<file path="src/hdl/assert_macros.svh">
// Assertion macros shared by the motor position PID axis RTL.
// Included by the modules that carry concurrent checks; needs no package.
`ifndef ASSERT_MACROS_SVH
`define ASSERT_MACROS_SVH

// Clocked check, switched off while reset is high.
`define ASSERT_CLK(lbl, clk, rst, prop, msg) \
   lbl: assert property (@(posedge clk) disable iff (rst) prop) else $error(msg);

// Clocked check that also runs through reset.
`define ASSERT_ALWAYS(lbl, clk, prop, msg) \
   lbl: assert property (@(posedge clk) prop) else $error(msg);

`endif

</file>
<file path="src/hdl/mpp_pkg.sv">
// Package for the motor position PID axis: widths, constants, codes and
// the structs passed between the top level, the sequencer and the multiplier.
// No dependencies.
`default_nettype none

package mpp_pkg;

   localparam int RAW_W      = 16;
   localparam int POS_W      = 32;
   localparam int DUTY_W     = 19;
   localparam int CMP_W      = 13;
   localparam int VEL_W      = 32;
   localparam int GAIN_W     = 24;
   localparam int LIM_W      = 18;
   localparam int DB_W       = 16;
   localparam int STEP_W     = 32;
   localparam int INV_W      = 2;
   localparam int RAMP_W     = 48;
   localparam int ERR_W      = 49;
   localparam int INTEG_W    = 20;
   localparam int ACC_W      = 64;
   localparam int MAG_W      = 17;
   localparam int CSR_ADDR_W = 3;
   localparam int CSR_DATA_W = 32;
   localparam int REQ_DATA_W = 104;
   localparam int RSP_DATA_W = 104;

   localparam logic [GAIN_W-1:0]         ALPHA_Q16      = 24'd3277;
   localparam logic [GAIN_W-1:0]         PWM_FULL_SCALE = 24'd4199;
   localparam logic signed [INTEG_W-1:0] ISTEP_MAX      = 20'sd262144;
   localparam logic [MAG_W-1:0]          DUTY_ONE       = 17'd65536;

   typedef enum logic [1:0] {
      MODE_OFF  = 2'd0,
      MODE_POS  = 2'd1,
      MODE_OPEN = 2'd2,
      MODE_BUSY = 2'd3
   } mode_type;

   typedef enum logic [CSR_ADDR_W-1:0] {
      REG_PROP_GAIN      = 3'd0,
      REG_INTEGRAL_GAIN  = 3'd1,
      REG_DERIV_GAIN     = 3'd2,
      REG_INTEGRAL_LIMIT = 3'd3,
      REG_OUTPUT_LIMIT   = 3'd4,
      REG_DEADBAND       = 3'd5,
      REG_MAX_STEP       = 3'd6,
      REG_INVERT_FLAGS   = 3'd7
   } csr_index_type;

   typedef enum logic [1:0] {
      MUL_HOLD,
      MUL_LO,
      MUL_MID,
      MUL_HI
   } mul_op_type;

   typedef struct packed {
      mul_op_type op;
      logic       round_up;
   } mul_cmd_type;

   typedef struct packed {
      logic [GAIN_W-1:0] prop_gain;
      logic [GAIN_W-1:0] integral_gain_per_tick;
      logic [GAIN_W-1:0] deriv_gain_per_tick;
      logic [LIM_W-1:0]  integral_limit;
      logic [LIM_W-1:0]  output_limit;
      logic [DB_W-1:0]   deadband_counts;
      logic [STEP_W-1:0] max_step;
      logic [INV_W-1:0]  invert_flags;
   } cfg_type;

   typedef struct packed {
      logic [RAW_W-1:0]         raw_count;
      mode_type                 mode;
      logic signed [POS_W-1:0]  target_position;
      logic signed [DUTY_W-1:0] open_loop_duty;
      logic                     rezero;
      logic signed [POS_W-1:0]  rezero_position;
   } req_type;

   typedef struct packed {
      logic [CMP_W-1:0]         compare_value;
      logic                     drive_a;
      logic                     drive_b;
      logic signed [DUTY_W-1:0] effort;
      logic signed [POS_W-1:0]  logical_position;
      logic signed [VEL_W-1:0]  velocity;
      logic                     saturated;
   } rsp_type;

endpackage

`default_nettype wire

</file>
<file path="src/hdl/motor_position_pid_axis.sv">
// Channel  Dir  Word                                   Taken when
// req_     in   raw count, mode, setpoint, duty, rezero req_tvalid & req_tready
// rsp_     out  compare, pins, effort, position, vel.  rsp_tvalid & rsp_tready
// csr_     in   register index and value               csr_we
// A word runs to its result before the next word is accepted; one shared
// multiplier makes each gain product in three slice passes, up to four
// products per position tick.
// Synchronous reset loads register defaults and zeroes loop state; no clear pass.
// A waiting result sits in the output register while the next word is taken;
// a word only finishes once that register is free.
// Depends on mpp_pkg and mpp_ctrl.
`default_nettype none

module motor_position_pid_axis
   import mpp_pkg::*;
(
   input  wire logic                  clock,
   input  wire logic                  reset,
   input  wire logic                  req_tvalid,
   output logic                       req_tready,
   // raw_count[15:0], mode[17:16], target_position[49:18],
   // open_loop_duty[68:50], rezero[69], rezero_position[101:70]
   input  wire logic [REQ_DATA_W-1:0] req_tdata,
   output logic                       rsp_tvalid,
   input  wire logic                  rsp_tready,
   // compare_value[12:0], drive_a[13], drive_b[14], effort[33:15],
   // logical_position[65:34], velocity[97:66], saturated[98]
   output logic [RSP_DATA_W-1:0]      rsp_tdata,
   input  wire logic                  csr_we,
   input  wire logic [CSR_ADDR_W-1:0] csr_addr,
   input  wire logic [CSR_DATA_W-1:0] csr_wdata
);

   cfg_type                 cfg_ff, cfg_in;
   logic                    rsp_valid_ff, rsp_valid_in;
   logic [RSP_DATA_W-1:0]   rsp_data_ff, rsp_data_in;
   req_type                 req;
   rsp_type                 rsp;
   logic                    idle;
   logic                    done;
   logic                    out_free;

   always_comb begin
      req.raw_count       = req_tdata[15:0];
      req.mode            = mode_type'(req_tdata[17:16]);
      req.target_position = req_tdata[49:18];
      req.open_loop_duty  = req_tdata[68:50];
      req.rezero          = req_tdata[69];
      req.rezero_position = req_tdata[101:70];
   end

   assign req_tready = idle;
   assign out_free   = !rsp_valid_ff || rsp_tready;

   mpp_ctrl u_ctrl (
      .clock    (clock),
      .reset    (reset),
      .start    (req_tvalid && idle),
      .req      (req),
      .cfg      (cfg_ff),
      .out_free (out_free),
      .idle     (idle),
      .done     (done),
      .rsp      (rsp)
   );

   always_comb begin
      cfg_in = cfg_ff;
      if (csr_we) begin
         case (csr_index_type'(csr_addr))
            REG_PROP_GAIN:      cfg_in.prop_gain              = csr_wdata[GAIN_W-1:0];
            REG_INTEGRAL_GAIN:  cfg_in.integral_gain_per_tick = csr_wdata[GAIN_W-1:0];
            REG_DERIV_GAIN:     cfg_in.deriv_gain_per_tick    = csr_wdata[GAIN_W-1:0];
            REG_INTEGRAL_LIMIT: cfg_in.integral_limit         = csr_wdata[LIM_W-1:0];
            REG_OUTPUT_LIMIT:   cfg_in.output_limit           = csr_wdata[LIM_W-1:0];
            REG_DEADBAND:       cfg_in.deadband_counts        = csr_wdata[DB_W-1:0];
            REG_MAX_STEP:       cfg_in.max_step               = csr_wdata[STEP_W-1:0];
            REG_INVERT_FLAGS:   cfg_in.invert_flags           = csr_wdata[INV_W-1:0];
            default:            cfg_in = cfg_ff;
         endcase
      end
   end

   always_comb begin
      rsp_valid_in = rsp_valid_ff;
      rsp_data_in  = rsp_data_ff;
      if (done) begin
         rsp_valid_in = 1'b1;
         rsp_data_in  = {5'b00000, rsp.saturated, rsp.velocity, rsp.logical_position,
                         rsp.effort, rsp.drive_b, rsp.drive_a, rsp.compare_value};
      end else if (rsp_tready) begin
         rsp_valid_in = 1'b0;
      end
   end

   always_ff @(posedge clock) begin
      if (reset) begin
         cfg_ff.prop_gain              <= 24'd6554;
         cfg_ff.integral_gain_per_tick <= '0;
         cfg_ff.deriv_gain_per_tick    <= '0;
         cfg_ff.integral_limit         <= 18'd16384;
         cfg_ff.output_limit           <= 18'd65536;
         cfg_ff.deadband_counts        <= 16'd2;
         cfg_ff.max_step               <= '0;
         cfg_ff.invert_flags           <= '0;
         rsp_valid_ff                  <= 1'b0;
      end else begin
         cfg_ff       <= cfg_in;
         rsp_valid_ff <= rsp_valid_in;
      end
      rsp_data_ff <= rsp_data_in;
   end

   assign rsp_tvalid = rsp_valid_ff;
   assign rsp_tdata  = rsp_data_ff;

endmodule

`default_nettype wire

</file>
<file path="src/hdl/mpp_mul.sv">
// Shared multiply-accumulate unit: gain times one 16/17-bit slice of a
// 49-bit operand per cycle, accumulated into a Q16-scaled result.
// Depends on mpp_pkg.
`default_nettype none

module mpp_mul
   import mpp_pkg::*;
(
   input  wire logic                    clock,
   input  wire mul_cmd_type             cmd,
   input  wire logic [GAIN_W-1:0]       gain,
   input  wire logic signed [ERR_W-1:0] operand,
   output logic signed [ACC_W-1:0]      acc
);

   logic signed [ACC_W-1:0]    acc_ff, acc_in;
   logic signed [16:0]         chunk;
   logic signed [GAIN_W:0]     gain_s;
   logic signed [GAIN_W+17:0]  prod;
   logic signed [GAIN_W+17:0]  lo_sum;

   always_comb begin
      case (cmd.op)
         MUL_HI:  chunk = operand[ERR_W-1:32];
         MUL_MID: chunk = {1'b0, operand[31:16]};
         default: chunk = {1'b0, operand[15:0]};
      endcase
      gain_s = {1'b0, gain};
      prod   = gain_s * chunk;
      lo_sum = prod + (cmd.round_up ? (GAIN_W+18)'(32768) : (GAIN_W+18)'(0));
      case (cmd.op)
         MUL_LO:  acc_in = ACC_W'(lo_sum >>> 16);
         MUL_MID: acc_in = acc_ff + ACC_W'(prod);
         MUL_HI:  acc_in = acc_ff + (ACC_W'(prod) <<< 16);
         default: acc_in = acc_ff;
      endcase
   end

   always_ff @(posedge clock) begin
      acc_ff <= acc_in;
   end

   assign acc = acc_ff;

endmodule

`default_nettype wire

</file>
<file path="src/hdl/mpp_ctrl.sv">
// Tick sequencer for the motor position PID axis: loop state, encoder fold,
// filter, ramp, PID terms and clamps, driving the shared multiplier.
// Depends on mpp_pkg, mpp_mul and assert_macros.svh.
`default_nettype none
`include "assert_macros.svh"

module mpp_ctrl
   import mpp_pkg::*;
(
   input  wire logic    clock,
   input  wire logic    reset,
   input  wire logic    start,
   input  wire req_type req,
   input  wire cfg_type cfg,
   input  wire logic    out_free,
   output logic         idle,
   output logic         done,
   output rsp_type      rsp
);

   typedef enum logic [4:0] {
      S_IDLE, S_PREP, S_FOLD, S_VM0, S_VM1, S_VM2, S_VUPD,
      S_RAMP1, S_RAMP2, S_ERR, S_DB,
      S_IM0, S_IM1, S_IM2, S_ISTEP, S_IACC,
      S_PM0, S_PM1, S_PM2, S_PACC,
      S_DM0, S_DM1, S_DM2, S_DACC,
      S_SAT, S_CMP, S_DONE
   } state_type;

   localparam logic signed [ACC_W-1:0] VEL_MAX  = ACC_W'(64'sh7FFF_FFFF);
   localparam logic signed [ACC_W-1:0] VEL_MIN  = -ACC_W'(64'sh8000_0000);
   localparam logic signed [ACC_W-1:0] ISTEP_HI = ACC_W'(ISTEP_MAX);

   state_type                  state_ff, state_in;
   req_type                    req_ff, req_in;
   logic [RAW_W-1:0]           last_raw_ff, last_raw_in;
   logic [POS_W-1:0]           raw_pos_ff, raw_pos_in;
   logic signed [RAMP_W-1:0]   ramp_ff, ramp_in;
   logic signed [INTEG_W-1:0]  integ_ff, integ_in;
   logic signed [VEL_W-1:0]    fvel_ff, fvel_in;
   mode_type                   prev_mode_ff, prev_mode_in;
   logic                       sat_ff, sat_in;
   logic signed [ERR_W-1:0]    xop_ff, xop_in;
   logic signed [INTEG_W-1:0]  istep_ff, istep_in;
   logic signed [ACC_W-1:0]    o_ff, o_in;
   logic signed [DUTY_W-1:0]   duty_ff, duty_in;

   logic signed [POS_W-1:0]    lp;
   logic signed [RAW_W-1:0]    delta;
   logic signed [RAW_W:0]      delta_x;
   logic signed [RAW_W:0]      ldelta;
   logic signed [ACC_W-1:0]    vsum;
   logic signed [RAMP_W-1:0]   tq;
   logic signed [ERR_W-1:0]    ms;
   logic signed [ERR_W-1:0]    step;
   logic signed [ERR_W-1:0]    dbq;
   logic signed [INTEG_W:0]    isum;
   logic signed [INTEG_W:0]    ilim;
   logic signed [ACC_W-1:0]    olim;
   logic [DUTY_W-1:0]          dabs;
   logic [MAG_W-1:0]           mag;
   logic                       fwd;

   mul_cmd_type                mul_cmd;
   logic [GAIN_W-1:0]          mul_gain;
   logic signed [ERR_W-1:0]    mul_operand;
   logic signed [ACC_W-1:0]    acc;

   mpp_mul u_mul (
      .clock   (clock),
      .cmd     (mul_cmd),
      .gain    (mul_gain),
      .operand (mul_operand),
      .acc     (acc)
   );

   // shared derived values
   always_comb begin
      lp      = cfg.invert_flags[0] ? -raw_pos_ff : raw_pos_ff;
      delta   = req_ff.raw_count - last_raw_ff;
      delta_x = {delta[RAW_W-1], delta};
      ldelta  = cfg.invert_flags[0] ? -delta_x : delta_x;
      vsum    = ACC_W'(fvel_ff) + acc;
      tq      = $signed({req_ff.target_position, 16'h0000});
      ms      = $signed(ERR_W'(cfg.max_step));
      dbq     = $signed(ERR_W'({cfg.deadband_counts, 16'h0000}));
      isum    = (INTEG_W+1)'(istep_ff) + (INTEG_W+1)'(integ_ff);
      ilim    = $signed({3'b000, cfg.integral_limit});
      olim    = $signed(ACC_W'(cfg.output_limit));
      dabs    = duty_ff[DUTY_W-1] ? -duty_ff : duty_ff;
      mag     = (dabs > DUTY_W'(DUTY_ONE)) ? DUTY_ONE : dabs[MAG_W-1:0];
      if (xop_ff > ms) begin
         step = ms;
      end else if (xop_ff < -ms) begin
         step = -ms;
      end else begin
         step = xop_ff;
      end
   end

   // multiplier command per state
   always_comb begin
      mul_cmd.op       = MUL_HOLD;
      mul_cmd.round_up = 1'b1;
      mul_gain         = cfg.prop_gain;
      mul_operand      = xop_ff;
      case (state_ff)
         S_VM0, S_IM0, S_PM0, S_DM0: mul_cmd.op = MUL_LO;
         S_VM1, S_IM1, S_PM1, S_DM1: mul_cmd.op = MUL_MID;
         S_VM2, S_IM2, S_PM2, S_DM2: mul_cmd.op = MUL_HI;
         S_CMP: begin
            mul_cmd.op       = MUL_LO;
            mul_cmd.round_up = 1'b0;
         end
         default: mul_cmd.op = MUL_HOLD;
      endcase
      case (state_ff)
         S_VM0, S_VM1, S_VM2: mul_gain = ALPHA_Q16;
         S_IM0, S_IM1, S_IM2: mul_gain = cfg.integral_gain_per_tick;
         S_DM0, S_DM1, S_DM2: mul_gain = cfg.deriv_gain_per_tick;
         S_CMP:               mul_gain = PWM_FULL_SCALE;
         default:             mul_gain = cfg.prop_gain;
      endcase
      case (state_ff)
         S_DM0, S_DM1, S_DM2: mul_operand = ERR_W'(fvel_ff);
         S_CMP:               mul_operand = $signed(ERR_W'(mag));
         default:             mul_operand = xop_ff;
      endcase
   end

   // next state
   always_comb begin
      state_in     = state_ff;
      req_in       = req_ff;
      last_raw_in  = last_raw_ff;
      raw_pos_in   = raw_pos_ff;
      ramp_in      = ramp_ff;
      integ_in     = integ_ff;
      fvel_in      = fvel_ff;
      prev_mode_in = prev_mode_ff;
      sat_in       = sat_ff;
      xop_in       = xop_ff;
      istep_in     = istep_ff;
      o_in         = o_ff;
      duty_in      = duty_ff;
      done         = 1'b0;
      case (state_ff)
         S_IDLE: begin
            if (start) begin
               req_in   = req;
               state_in = S_PREP;
            end
         end
         S_PREP: begin
            if (req_ff.rezero) begin
               raw_pos_in  = cfg.invert_flags[0] ? -req_ff.rezero_position
                                                 : req_ff.rezero_position;
               last_raw_in = req_ff.raw_count;
               ramp_in     = $signed({req_ff.rezero_position, 16'h0000});
               integ_in    = '0;
               fvel_in     = '0;
            end
            if (req_ff.mode == MODE_POS && prev_mode_ff != MODE_POS) begin
               ramp_in  = req_ff.rezero ? $signed({req_ff.rezero_position, 16'h0000})
                                        : $signed({lp, 16'h0000});
               integ_in = '0;
            end
            prev_mode_in = req_ff.mode;
            state_in     = S_FOLD;
         end
         S_FOLD: begin
            last_raw_in = req_ff.raw_count;
            raw_pos_in  = raw_pos_ff + {{(POS_W-RAW_W){delta[RAW_W-1]}}, delta};
            xop_in      = ERR_W'($signed({ldelta, 16'h0000})) - ERR_W'(fvel_ff);
            state_in    = S_VM0;
         end
         S_VM0: state_in = S_VM1;
         S_VM1: state_in = S_VM2;
         S_VM2: state_in = S_VUPD;
         S_VUPD: begin
            if (vsum > VEL_MAX) begin
               fvel_in = VEL_W'(VEL_MAX);
            end else if (vsum < VEL_MIN) begin
               fvel_in = VEL_W'(VEL_MIN);
            end else begin
               fvel_in = VEL_W'(vsum);
            end
            if (req_ff.mode == MODE_POS) begin
               state_in = S_RAMP1;
            end else begin
               integ_in = '0;
               ramp_in  = $signed({lp, 16'h0000});
               if (req_ff.mode == MODE_OPEN) begin
                  duty_in = req_ff.open_loop_duty;
               end else begin
                  duty_in = '0;
                  sat_in  = 1'b0;
               end
               state_in = S_CMP;
            end
         end
         S_RAMP1: begin
            xop_in = ERR_W'(tq) - ERR_W'(ramp_ff);
            if (cfg.max_step == '0) begin
               ramp_in  = tq;
               state_in = S_ERR;
            end else begin
               state_in = S_RAMP2;
            end
         end
         S_RAMP2: begin
            ramp_in  = RAMP_W'(ERR_W'(ramp_ff) + step);
            state_in = S_ERR;
         end
         S_ERR: begin
            xop_in   = ERR_W'(ramp_ff) - ERR_W'($signed({lp, 16'h0000}));
            state_in = S_DB;
         end
         S_DB: begin
            if (xop_ff < dbq && xop_ff > -dbq) begin
               integ_in = '0;
               sat_in   = 1'b0;
               duty_in  = '0;
               state_in = S_CMP;
            end else begin
               state_in = S_IM0;
            end
         end
         S_IM0: state_in = S_IM1;
         S_IM1: state_in = S_IM2;
         S_IM2: state_in = S_ISTEP;
         S_ISTEP: begin
            if (acc > ISTEP_HI) begin
               istep_in = ISTEP_MAX;
            end else if (acc < -ISTEP_HI) begin
               istep_in = -ISTEP_MAX;
            end else begin
               istep_in = INTEG_W'(acc);
            end
            state_in = S_IACC;
         end
         S_IACC: begin
            if (isum > ilim) begin
               integ_in = INTEG_W'(ilim);
            end else if (isum < -ilim) begin
               integ_in = INTEG_W'(-ilim);
            end else begin
               integ_in = INTEG_W'(isum);
            end
            state_in = S_PM0;
         end
         S_PM0: state_in = S_PM1;
         S_PM1: state_in = S_PM2;
         S_PM2: state_in = S_PACC;
         S_PACC: begin
            o_in     = acc + ACC_W'(integ_ff);
            state_in = S_DM0;
         end
         S_DM0: state_in = S_DM1;
         S_DM1: state_in = S_DM2;
         S_DM2: state_in = S_DACC;
         S_DACC: begin
            o_in     = o_ff - acc;
            state_in = S_SAT;
         end
         S_SAT: begin
            if (o_ff > olim) begin
               duty_in  = DUTY_W'(olim);
               sat_in   = 1'b1;
               integ_in = integ_ff - istep_ff;
            end else if (o_ff < -olim) begin
               duty_in  = DUTY_W'(-olim);
               sat_in   = 1'b1;
               integ_in = integ_ff - istep_ff;
            end else begin
               duty_in  = DUTY_W'(o_ff);
               sat_in   = 1'b0;
            end
            state_in = S_CMP;
         end
         S_CMP: state_in = S_DONE;
         S_DONE: begin
            if (out_free) begin
               done     = 1'b1;
               state_in = S_IDLE;
            end
         end
         default: state_in = S_IDLE;
      endcase
   end

   always_ff @(posedge clock) begin
      if (reset) begin
         state_ff     <= S_IDLE;
         last_raw_ff  <= '0;
         raw_pos_ff   <= '0;
         ramp_ff      <= '0;
         integ_ff     <= '0;
         fvel_ff      <= '0;
         prev_mode_ff <= MODE_OFF;
         sat_ff       <= 1'b0;
      end else begin
         state_ff     <= state_in;
         last_raw_ff  <= last_raw_in;
         raw_pos_ff   <= raw_pos_in;
         ramp_ff      <= ramp_in;
         integ_ff     <= integ_in;
         fvel_ff      <= fvel_in;
         prev_mode_ff <= prev_mode_in;
         sat_ff       <= sat_in;
      end
      req_ff   <= req_in;
      xop_ff   <= xop_in;
      istep_ff <= istep_in;
      o_ff     <= o_in;
      duty_ff  <= duty_in;
   end

   always_comb begin
      fwd                  = (duty_ff > 0) ^ cfg.invert_flags[1];
      idle                 = (state_ff == S_IDLE);
      rsp.compare_value    = mag[MAG_W-1] ? CMP_W'(PWM_FULL_SCALE) : acc[CMP_W-1:0];
      rsp.drive_a          = fwd;
      rsp.drive_b          = !fwd;
      rsp.effort           = duty_ff;
      rsp.logical_position = lp;
      rsp.velocity         = fvel_ff;
      rsp.saturated        = sat_ff;
   end

   `ASSERT_ALWAYS(a_reset_to_idle, clock, reset |=> (state_ff == S_IDLE), "not idle after reset")
   `ASSERT_CLK(a_integ_clear_off, clock, reset, (idle && prev_mode_ff != MODE_POS) |-> (integ_ff == '0), "integral held outside position mode")
   `ASSERT_CLK(a_sat_clear_off, clock, reset, (idle && (prev_mode_ff == MODE_OFF || prev_mode_ff == MODE_BUSY)) |-> !sat_ff, "saturated flag set while off")
   `ASSERT_CLK(a_duty_in_limit, clock, reset, (done && req_ff.mode == MODE_POS) |-> (duty_ff <= olim && duty_ff >= -olim), "position duty beyond output limit")
   `ASSERT_CLK(a_compare_range, clock, reset, done |-> (rsp.compare_value <= CMP_W'(PWM_FULL_SCALE)), "compare value above full scale")

endmodule

`default_nettype wire

</file>
<file path="config.mk">
export PLATFORM = sky130hd
export DESIGN_NAME = motor_position_pid_axis
export DESIGN_NICKNAME = d
export VERILOG_FILES = /design/src/hdl/mpp_pkg.sv /design/src/hdl/motor_position_pid_axis.sv /design/src/hdl/mpp_mul.sv /design/src/hdl/mpp_ctrl.sv
export VERILOG_INCLUDE_DIRS = /design/src /design/src/hdl
export SDC_FILE = /design/constraint.sdc
export NUM_CORES = 2
export LEC_CHECK = 0
export BUFFER_PORTS_ARGS = -buffer_cell sky130_fd_sc_hd__buf_4
export CORE_UTILIZATION = 59
export DETAILED_ROUTE_END_ITERATION = 7
export PLACE_DENSITY = 0.79
export SYNTH_ARGS = -nofsm -noshare
export SYNTH_HDL_FRONTEND = slang
export SYNTH_HIERARCHICAL = 1
export SYNTH_SLANG_ARGS = --single-unit
</file>
<file path="constraint.sdc">
create_clock -name clock -period 13.25 [get_ports clock]
set_input_delay 0 -clock clock [delete_from_list [all_inputs] [get_ports clock]]
set_output_delay 0 -clock clock [all_outputs]
set_load 0.1 [all_outputs]
</file>
==> results.tsv <==
stage	metric	value	unit
run_status	run status	finished, final reports clean	
detailed_routing	Routed wire per std cell	25.3	µm
critical_path	worst path arrival time	13.26	ns
placed_design	placed instance area	0.0865	mm²
floorplan	die width	376	µm
synthesis	most frequent cells after synthesis	ha_1, inv_1, nand2_1	
synthesis	Synth top area share	0.152	
timing	Tcrit/Tclk final	0.966	
synthesis	most common cell in the netlist	ha_1	
synthesis	Synth Instances	9751	
synthesis	Seq/Total Area, Yosys	0.228	
clocking	Worst-path clk slew	0.07	ns
clocking	CTS H-tree lvls	3	
placed_design	Inst Count DP	11600	
clocking	# clock sinks	732	
finish	Nets	11500	
grt	vias in the first global route	75600	
critical_path	Crit path max-delay family	adder cells	
critical_path	Crit Path Class	flip-flop to flip-flop	
timing	Slew HR	0.128	
detailed_routing	WL final	304	mm
synthesis	Post-synth EDFFs	417	
grt	total grt overflow	0	
grt	largest net degree at the start of global routing	92	
timing	post-layout min period	12.80	ns
detailed_routing	DR DRC count	0	
timing	f_max	78.1	MHz
floorplan	num rows	136	
detailed_routing	routed vias	79800	
critical_path	CP max-delay cell	or4_1	
synthesis	top cell type by total area after synthesis	edfxtp_1	
clocking	CTS root buffer	clkbuf_16	
finish	layout cells sized above 1	0.0754	
timing	RSZ-0062 raised after global routing	true	
floorplan	starting density of the core	0.598	
synthesis	mean post-synth cell area	8.47	µm²
synthesis	predominant post-synthesis flop cell	edfxtp_1	
timing	setup ws final	0.453	ns
timing	Final Hold Fails	0	
clocking	worst skew pair latency	0.73	ns
job	max cap viols	0	
detailed_routing	vias per cell	6.65	
critical_path	CP Capture Type	flip-flop	
floorplan	core area	0.138	mm²
timing	fin. max-slew vios	0	
clocking	CTS tree	built	
critical_path	crit start category	flip-flop	
detailed_routing	initial drt markers	10500	
synthesis	Yosys Warn Count	6	
synthesis	top cells by area, synth	edfxtp_1, ha_1, fa_1	
finish	Final Non-Filler Cells	12000	
placed_design	Post-Place Setup Slack	0.0968	ns
timing	clock skew	0.0406	ns
placed_design	I/O Buffers	242	
detailed_routing	Final ANT Viol Nets	0	
placed_design	HPWL after detailed placement	233	mm
critical_path	Worst Path Buf+Inv	7	
min_path	worst min path class	input pin to flip-flop	
timing	Slew @ Worst Pin	1.31	ns
clocking	total CTS buffers	85	
detailed_routing	drt pass-1 iters	7	
timing	Final setup viols	0	
grt	antenna violations before repair	18	
grt	first-pass GRT wire length	454	mm
clocking	CTS max path bufs	3	
finish	area grow syn2layout	11.1	%
critical_path	crit-path max cell delay	0.65	ns
synthesis	Synth Cell Area	0.0826	mm²
floorplan	Die Y	376	µm
placed_design	RePlAce Congestion	1.08	
synthesis	Synth cell types	130	
synthesis	Post-synth ARST share	0	
floorplan	Die ar.	0.142	mm²
critical_path	most used cell, CP	fa_1	
finish	final instance area	0.0918	mm²
grt	All-Layer GR Usage	0.417	
critical_path	critical path fanouts, max	24	
floorplan	io pins	250	
critical_path	Req. time, crit path	13.71	ns
synthesis	#FFs+latches synth	732	
-- stage by stage --
stage          hold slack, ns   util  TNS [ns]
4_1_cts              0.000125  0.663         0
2_1_floorplan          0.0989      -         0
5_1_grt              -0.00406  0.664   -0.0790
6_report               0.0176  0.664         0
3_3_place_gp            0.178  0.626         0
3_5_place_dp            0.179  0.626         0
-- cell families after synthesis --
kind of cell | after synthesis | share of synthesized area
other | 1 | 0.0000454
adder cells (fa/ha/maj) | 1263 | 0.222
multiplexers | 203 | 0.0247
flip-flops | 732 | 0.228
XOR/XNOR | 677 | 0.0723
buffers and inverters | 1268 | 0.0612
AND/OR/NAND/NOR | 2941 | 0.179
AO/OA/AOI/OAI | 2666 | 0.213
-- what timing repair did --
| item | 4_1_cts | 5_1_grt |
|---|---|---|
| hold buffers | 207 | 2 |
| endpoints found under the hold margin | 237 | 2 |
| setup endpoints to repair | 1 | 20 |
| pin swaps | 0 | 3 |
| setup buffers | 0 | 3 |
| gates resized for setup | 1 | 30 |
-- routing by layer --
layer | part of all wire | vias up | track usage
met5 | 0.00021 | - | 0
met4 | 0.062 | 3 | 0.217
met3 | 0.14 | 935 | 0.134
met2 | 0.40 | 5246 | 0.593
met1 | 0.39 | 38000 | 0.563
li1 | - | 35600 | -
-- sequential cells by signal, indices dropped and copies added, names as in the netlist --
| name | flops |
|---|---|
| cfg_ff | 158 |
| u_ctrl/req_ff | 102 |
| rsp_tdata | 99 |
| u_ctrl/o_ff | 64 |
| u_ctrl/u_mul/acc | 64 |
| u_ctrl/xop_ff | 49 |
| u_ctrl/ramp_ff | 48 |
| u_ctrl/fvel_ff | 32 |
| u_ctrl/raw_pos_ff | 32 |
| u_ctrl/integ_ff | 20 |
| u_ctrl/istep_ff | 20 |
| u_ctrl/duty_ff | 19 |
| u_ctrl/last_raw_ff | 16 |
| u_ctrl/state_ff | 5 |
| u_ctrl/prev_mode_ff | 2 |
| rsp_tvalid | 1 |
| u_ctrl/sat_ff | 1 |
-- path summary, 6_finish.rpt --
| check | endpoint | start | slack, ns | cells after the start |
|---|---|---|---|---|
| min reg2reg | rsp_tdata[98] | u_ctrl/sat_ff | 0.44 | 0 |
| min | u_ctrl/req_ff[43] | req_tdata[60] | 0.02 | 2 |
| max reg2reg | u_ctrl/u_mul/acc[60] | u_ctrl/duty_ff[6] | 0.45 | 45 |
| max | u_ctrl/u_mul/acc[60] | u_ctrl/duty_ff[6] | 0.45 | 45 |
-- cell usage in the layout, fill, tap and decap left out, drive strengths merged, types with 113 or more instances in the layout --
master and instances:
buf 421, a211oi 113, nor2b 155, a21oi 748, nand3 145, xnor2 407
ha 923, xor2 269, dfxtp 315, nor3 172, dlygate4sd3 209, a21o 328
o21ai 515, fa 340, nand4 177, mux2i 198, and2 190, inv 853
edfxtp 417, nor2 664, nand2 776, nand2b 275
-- final cells by class --
class / count / area, µm²
Antenna cell: 11 / 27.5
Clock buffer: 101 / 2260
Clock inverter: 59 / 734
Fill cell: 11200 / 46400
Inverter: 848 / 3180
Multi-Input combinational cell: 7755 / 59100
Sequential cell: 732 / 18800
Tap cell: 1863 / 2330
Timing Repair Buffer: 631 / 5370
Power is not shown: default switching activity piles up to over one toggle a cycle in this logic, so the estimate is an artifact.
